File: src/rtl/core/three_phase_spwm_third_harmonic_assert.svh
// Assertion helpers, clocked on clk and disabled while rst_n is low.
`ifndef THREE_PHASE_SPWM_THIRD_HARMONIC_ASSERT_SVH
`define THREE_PHASE_SPWM_THIRD_HARMONIC_ASSERT_SVH

// cons must hold in the same cycle as en
`define TPSH_ASSERT_SAME(label, en, cons) \
    label: assert property (@(posedge clk) disable iff (!rst_n) (en) |-> (cons)) \
        else $error("tpsh assertion failed");

// cons must hold in the cycle after en
`define TPSH_ASSERT_NEXT(label, en, cons) \
    label: assert property (@(posedge clk) disable iff (!rst_n) (en) |=> (cons)) \
        else $error("tpsh assertion failed");

`endif

File: src/rtl/core/tpsh_pkg.sv
package tpsh_pkg;

    localparam int unsigned STEPS_PER_TURN = 360;
    localparam int unsigned ANGLE_W        = $clog2(STEPS_PER_TURN);
    localparam int unsigned CMP_W          = 16;
    localparam int unsigned SINE_W         = 16;
    localparam int unsigned CFG_W          = 16;
    localparam int unsigned REG_IDX_W      = 2;

    localparam logic [CFG_W-1:0] CARRIER_PEAK_RST  = 16'd4665;
    localparam logic [CFG_W-1:0] MOD_INDEX_RST     = 16'd52429;
    localparam logic [CFG_W-1:0] HARMONIC_GAIN_RST = 16'd10919;

    typedef enum logic [REG_IDX_W-1:0] {
        REG_CARRIER_PEAK  = 2'd0,
        REG_MOD_INDEX     = 2'd1,
        REG_HARMONIC_GAIN = 2'd2
    } reg_idx_t;

    typedef enum logic [2:0] {
        ST_FILL,
        ST_IDLE,
        ST_RD_H,
        ST_RD_A,
        ST_RD_B,
        ST_RD_C,
        ST_WAIT,
        ST_DONE
    } state_t;

    // which sine sample a memory read returns
    typedef enum logic [1:0] {
        SEL_H,
        SEL_A,
        SEL_B,
        SEL_C
    } sel_t;

    typedef struct packed {
        logic valid;
        sel_t sel;
    } tag_t;

    typedef struct packed {
        logic [CFG_W-1:0] carrier_peak;
        logic [CFG_W-1:0] mod_index;
        logic [CFG_W-1:0] harmonic_gain;
    } cfg_t;

    typedef logic [SINE_W-1:0] sine_tab_t [STEPS_PER_TURN];

    // Q1.15 sine of step k, quarter-wave polynomial
    function automatic logic [SINE_W-1:0] sine_entry(input int unsigned k);
        longint unsigned u;
        longint unsigned q;
        longint unsigned z;
        longint unsigned z2;
        longint unsigned inner;
        longint unsigned mid;
        longint unsigned r;
        u = (longint'(k) % STEPS_PER_TURN) * 4;
        q = u / STEPS_PER_TURN;
        z = ((u % STEPS_PER_TURN) * 65536) / STEPS_PER_TURN;
        if (q[0])
        begin
            z = 65536 - z;
        end
        z2 = (z * z) >> 16;
        inner = 42048 - ((z2 * 4640) >> 16);
        mid = 102944 - ((z2 * inner) >> 16);
        r = (((z * mid) >> 16) + 1) >> 1;
        if (r > 32767)
        begin
            r = 32767;
        end
        if (q[1])
        begin
            r = 0 - r;
        end
        return r[SINE_W-1:0];
    endfunction

    function automatic sine_tab_t build_sine_table();
        sine_tab_t t;
        for (int i = 0; i < STEPS_PER_TURN; i++)
        begin
            t[i] = sine_entry(i);
        end
        return t;
    endfunction

    localparam sine_tab_t SINE_TABLE = build_sine_table();

endpackage

File: src/rtl/core/tpsh_calc.sv
module tpsh_calc (
    input  logic                              clk,
    input  logic                              rst_n,
    input  tpsh_pkg::tag_t                    rd_tag,
    input  logic [tpsh_pkg::SINE_W-1:0]       rd_data,
    input  tpsh_pkg::cfg_t                    cfg,
    output tpsh_pkg::tag_t                    res_tag,
    output logic [tpsh_pkg::CMP_W-1:0]        res_value
);

    localparam logic [33:0] SUM_BIAS = 34'h0_8000_0000;

    tpsh_pkg::tag_t s1_tag_reg;
    tpsh_pkg::tag_t s2_tag_reg;
    tpsh_pkg::tag_t s3_tag_reg;
    tpsh_pkg::tag_t res_tag_reg;

    logic signed [32:0] fund_next;
    logic signed [32:0] harm_next;
    logic signed [32:0] fund_prod_reg;
    logic signed [32:0] harm_prod_reg;
    logic [33:0]        sum_next;
    logic [33:0]        sum_reg;
    logic [47:0]        peak_prod_next;
    logic [47:0]        peak_prod_reg;
    logic               neg_reg;
    logic               over_reg;
    logic [tpsh_pkg::CMP_W-1:0] value_next;
    logic [tpsh_pkg::CMP_W-1:0] value_reg;

    assign fund_next = 33'($signed({1'b0, cfg.mod_index})) * 33'($signed(rd_data));
    assign harm_next = 33'($signed({1'b0, cfg.harmonic_gain})) * 33'($signed(rd_data));
    assign sum_next = SUM_BIAS + {fund_prod_reg[32], fund_prod_reg}
                    + {harm_prod_reg[32], harm_prod_reg};
    assign peak_prod_next = 48'(cfg.carrier_peak) * 48'(sum_reg[31:0]);

    always_comb
    begin
        priority if (neg_reg)
        begin
            value_next = '0;
        end
        else if (over_reg)
        begin
            value_next = cfg.carrier_peak;
        end
        else
        begin
            value_next = peak_prod_reg[47:32];
        end
    end

    always_ff @(posedge clk or negedge rst_n)
    begin
        if (!rst_n)
        begin
            s1_tag_reg  <= '0;
            s2_tag_reg  <= '0;
            s3_tag_reg  <= '0;
            res_tag_reg <= '0;
        end
        else
        begin
            s1_tag_reg  <= rd_tag;
            s2_tag_reg  <= s1_tag_reg;
            s3_tag_reg  <= s2_tag_reg;
            res_tag_reg <= s3_tag_reg;
        end
    end

    // third harmonic term is held for all three phases
    always_ff @(posedge clk)
    begin
        if (rd_tag.valid && rd_tag.sel == tpsh_pkg::SEL_H)
        begin
            harm_prod_reg <= harm_next;
        end
        fund_prod_reg <= fund_next;
        sum_reg       <= sum_next;
        peak_prod_reg <= peak_prod_next;
        neg_reg       <= sum_reg[33];
        over_reg      <= !sum_reg[33] && sum_reg[32];
        value_reg     <= value_next;
    end

    assign res_tag   = res_tag_reg;
    assign res_value = value_reg;

endmodule

File: config.mk
export PLATFORM = sky130hd
export DESIGN_NAME = tpsh_calc
export DESIGN_NICKNAME = d
export VERILOG_FILES = /design/src/rtl/core/three_phase_spwm_third_harmonic_assert.svh /design/src/rtl/core/tpsh_pkg.sv /design/src/rtl/core/tpsh_calc.sv
export SDC_FILE = /design/constraint.sdc
export NUM_CORES = 2
export LEC_CHECK = 0
export ABC_AREA = 1
export ABC_CLOCK_PERIOD_IN_PS = 4770
export BUFFER_PORTS_ARGS = -buffer_cell sky130_fd_sc_hd__buf_4
export CORE_AREA = 2 2 377 379
export CTS_CLUSTER_SIZE = 25
export DETAILED_ROUTE_END_ITERATION = 7
export DIE_AREA = 0 0 379 381
export PLACE_DENSITY = 0.45
export SLEW_MARGIN = 20
export SYNTH_ARGS = -nofsm -noshare
export SYNTH_HDL_FRONTEND = slang
export SYNTH_SLANG_ARGS = --single-unit
File: constraint.sdc
create_clock -name clk -period 4.77 [get_ports clk]
set_input_delay 0.2385 -clock clk [delete_from_list [all_inputs] [get_ports clk]]
set_output_delay 0.2385 -clock clk [all_outputs]
set_load 0.02 [all_outputs]
==> results by group <==
Placement
  – Placer Congestion: 0.908
  – Post-Place Setup Slack: -0.777 ns
  – Port Buffers: 87
  – Dpl hpwl: 109000 microns

Logic synthesis
  – Async set or reset register ratio after synthesis: 0.0822
  – Sequential cell area fraction in the yosys report: 0.0793
  – Synth area leader: fa_1
  – Mean Syn Cell Area: 7.59 sq um
  – Synth area leaders: fa_1, inv_1, nand2_1, ha_1, dfxtp_1
  – Post-synth EDFFs: 33
  – Mapped cell area: 0.0418 sq mm
  – Top-count cell post-synth: inv_1
  – Mapped Nets: 6804
  – Area fraction of the dominant cell type after synthesis: 0.386
  – Yosys Warn Count: 0
  – Commonest cells in the netlist: inv_1, nand2_1, fa_1
  – Flop and latch count out of synthesis: 146
  – Synthesized instance count: 5503
  – Post-synthesis cell type count: 47
  – Post-synth top flop: dfxtp_1

Clock network
  – H-Tree Depth: 4
  – TritonCTS buffer count: 17
  – Clock latency at the later pin of the worst-skew pair: 0.48 ns
  – CTS Buffer Depth: 2
  – Root Buffer Master: clkbuf_16
  – Reg clk slew, reported paths: 0.07 ns
  – Clk sinks: 146
  – TritonCTS clock tree: yes

Outcome
  – Status: finished with violations
  – Violated checks: setup timing

GRT
  – GR Overflow Total: 0
  – GRT Util Overall: 0.179
  – Largest net degree at the start of global routing: 34
  – Vias in the first global route: 36953
  – Global-route wire length before repair: 204000 microns
  – Initial antenna violation count: 1

Worst setup path
  – RR Startpoint: sum_reg[20]
  – Startpoint types: flop
  – Crit Path Max Fanout: 6
  – Crit path to: peak_prod_reg[33]
  – CP Data Arrival Time: 5.69 ns
  – Worst Setup SP: sum_reg[20]
  – Worst r2r dst: peak_prod_reg[33]
  – FF-to-FF path depth: 21
  – Crit Path Class: flop to flop
  – CP Capture Type: flop
  – Req. time, crit path: 5.18 ns
  – Reg2reg setup slack: -0.51 ns

Final layout
  – Final nets: 7269
  – Fillers: 14893
  – Share of cells above drive strength 1: 0.232
  – Layout Utilization: 0.378
  – Area grow syn2layout: 27.1%
  – Flip-flop count of the largest register after layout: 34
  – ANT cells: 0

STA
  – Final hold viol count: 0
  – Worst setup margin: -0.509 ns
  – F_max: 0.189 GHz
  – Setup TNS: -6.81 ns
  – Final Max Slew Viols: 0
  – Slew of the pin with the lowest slew margin: 0.711 ns
  – Clock period minus worst slack: 5.28 ns
  – Relative max-transition margin: 0.525
  – RSZ-0062 raised after global routing: true
  – Clk_skew: 0.0124 ns
  – Endpoints failing setup: 17
  – Tcrit/Tclk final: 1.11

Floorplanning
  – Core box area: 0.141 sq mm
  – Die Y-Extent: 381 microns
  – Top Ports: 88
  – Die X: 379 microns
  – Row count: 138
  – Die footprint: 0.144 sq mm
  – Initial core utilization: 0.297

Job
  – Maxcap violations: 0

Route
  – DR vias: 34476
  – Drt pass-1 iters: 8
  – DR WL/cell: 16.0 microns
  – Routed Antenna Nets: 0
  – Remaining DRCs: 0
  – Final WL: 126000 microns
  – Vias per inst: 4.38
  – DRT iter0 DRCs: 1710

Min path
  – Worst hold-check path type: primary input to asynchronous set/reset pin
-- area by class of cell --
class / instances / area [sq um] / area share
clock inverters: 14 / 178 / 0.00335
repair buffers: 663 / 6200 / 0.117
clock buffers: 18 / 429 / 0.00808
multi-input cells: 3596 / 34800 / 0.654
inverters: 1544 / 5810 / 0.109
flip-flops and latches: 146 / 3370 / 0.0634
well taps: 1890 / 2360 / 0.0445
-- cell usage in the layout, fill, tap and decap left out, drive strengths merged --
cell type / n
xnor2: 16
or2: 27
buf: 656
nand3: 102
bufinv: 3
a31oi: 2
edfxtp: 33
nand2b: 2
o21bai: 11
a21o: 13
nor3b: 1
dfxtp: 101
a21oi: 178
nor4: 5
o21a: 6
nor2: 207
o21ai: 91
xor2: 51
nand3b: 9
fa: 806
nand2: 1561
dfrtp: 12
a21boi: 4
clkinv: 6
o211ai: 2
and2: 3
ha: 426
clkinvlp: 1
nor3: 33
nand4: 39
inv: 1548
dlygate4sd3: 4
clkbuf: 21
and3: 1
-- through the flow --
step | instances | hold slack [ns] | instance area, sq um
4_1_cts | 7824 | 0.0872 | 50900
5_1_grt | 7871 | 0.136 | 53100
2_1_floorplan | 5503 | -0.0571 | 44000
3_5_place_dp | 7752 | 0.0820 | 49300
6_report | 7871 | 0.139 | 53100
3_3_place_gp | 7752 | 0.0794 | 49300
-- worst max-delay path, cell delays in order, from the launching register on --
cell and delay [ns]:
dfxtp_4 0.40, buf_12 0.13, buf_6 0.09, nand2_2 0.04, fa_1 0.48, fa_1 0.52
fa_1 0.58, inv_2 0.04, fa_1 0.45, fa_1 0.50, inv_2 0.04, fa_1 0.56
inv_2 0.07, ha_4 0.31, nand2_4 0.09, buf_6 0.13, nor3_4 0.28, buf_4 0.16
nand3b_1 0.11, nand2_1 0.09, nand2_1 0.06, nand2_2 0.08
-- what timing repair did --
action	in CTS	in global routing
setup endpoints to repair	50	58
setup buffers	36	49
cloned	3	3
hold buffers	4	0
gates resized for setup	207	486
pin swaps	100	270
hold endpoints to repair	15	0
-- how the worst min path moves through the flow --
stage,from,endpoint,slack (ns)
finish,rst_n,s1_tag_reg[1],0.14
global route,rst_n,s1_tag_reg[1],0.14
CTS,rst_n,s1_tag_reg[1],0.09
detailed placement,rst_n,s1_tag_reg[0],0.08
global placement,rst_n,s1_tag_reg[0],0.08
floorplan,rst_n,res_tag[0],-0.06
-- per-layer routing --
layer  global-route usage  part of all wire
met1                0.248              0.47
met3              0.00925             0.023
met2                0.312              0.49
met5                    0           0.00013
met4               0.0325             0.017
-- cell families after synthesis --
group,share of synthesized area
flip-flops,0.0793
AND/OR/NAND/NOR,0.195
buffers and inverters,0.158
XOR/XNOR,0.0140
adder cells (fa/ha/maj),0.514
AO/OA/AOI/OAI,0.0400
Power is left out: the tool's default activity adds up to more than one toggle a clock period on the data nets, which glitch-free logic cannot reach.
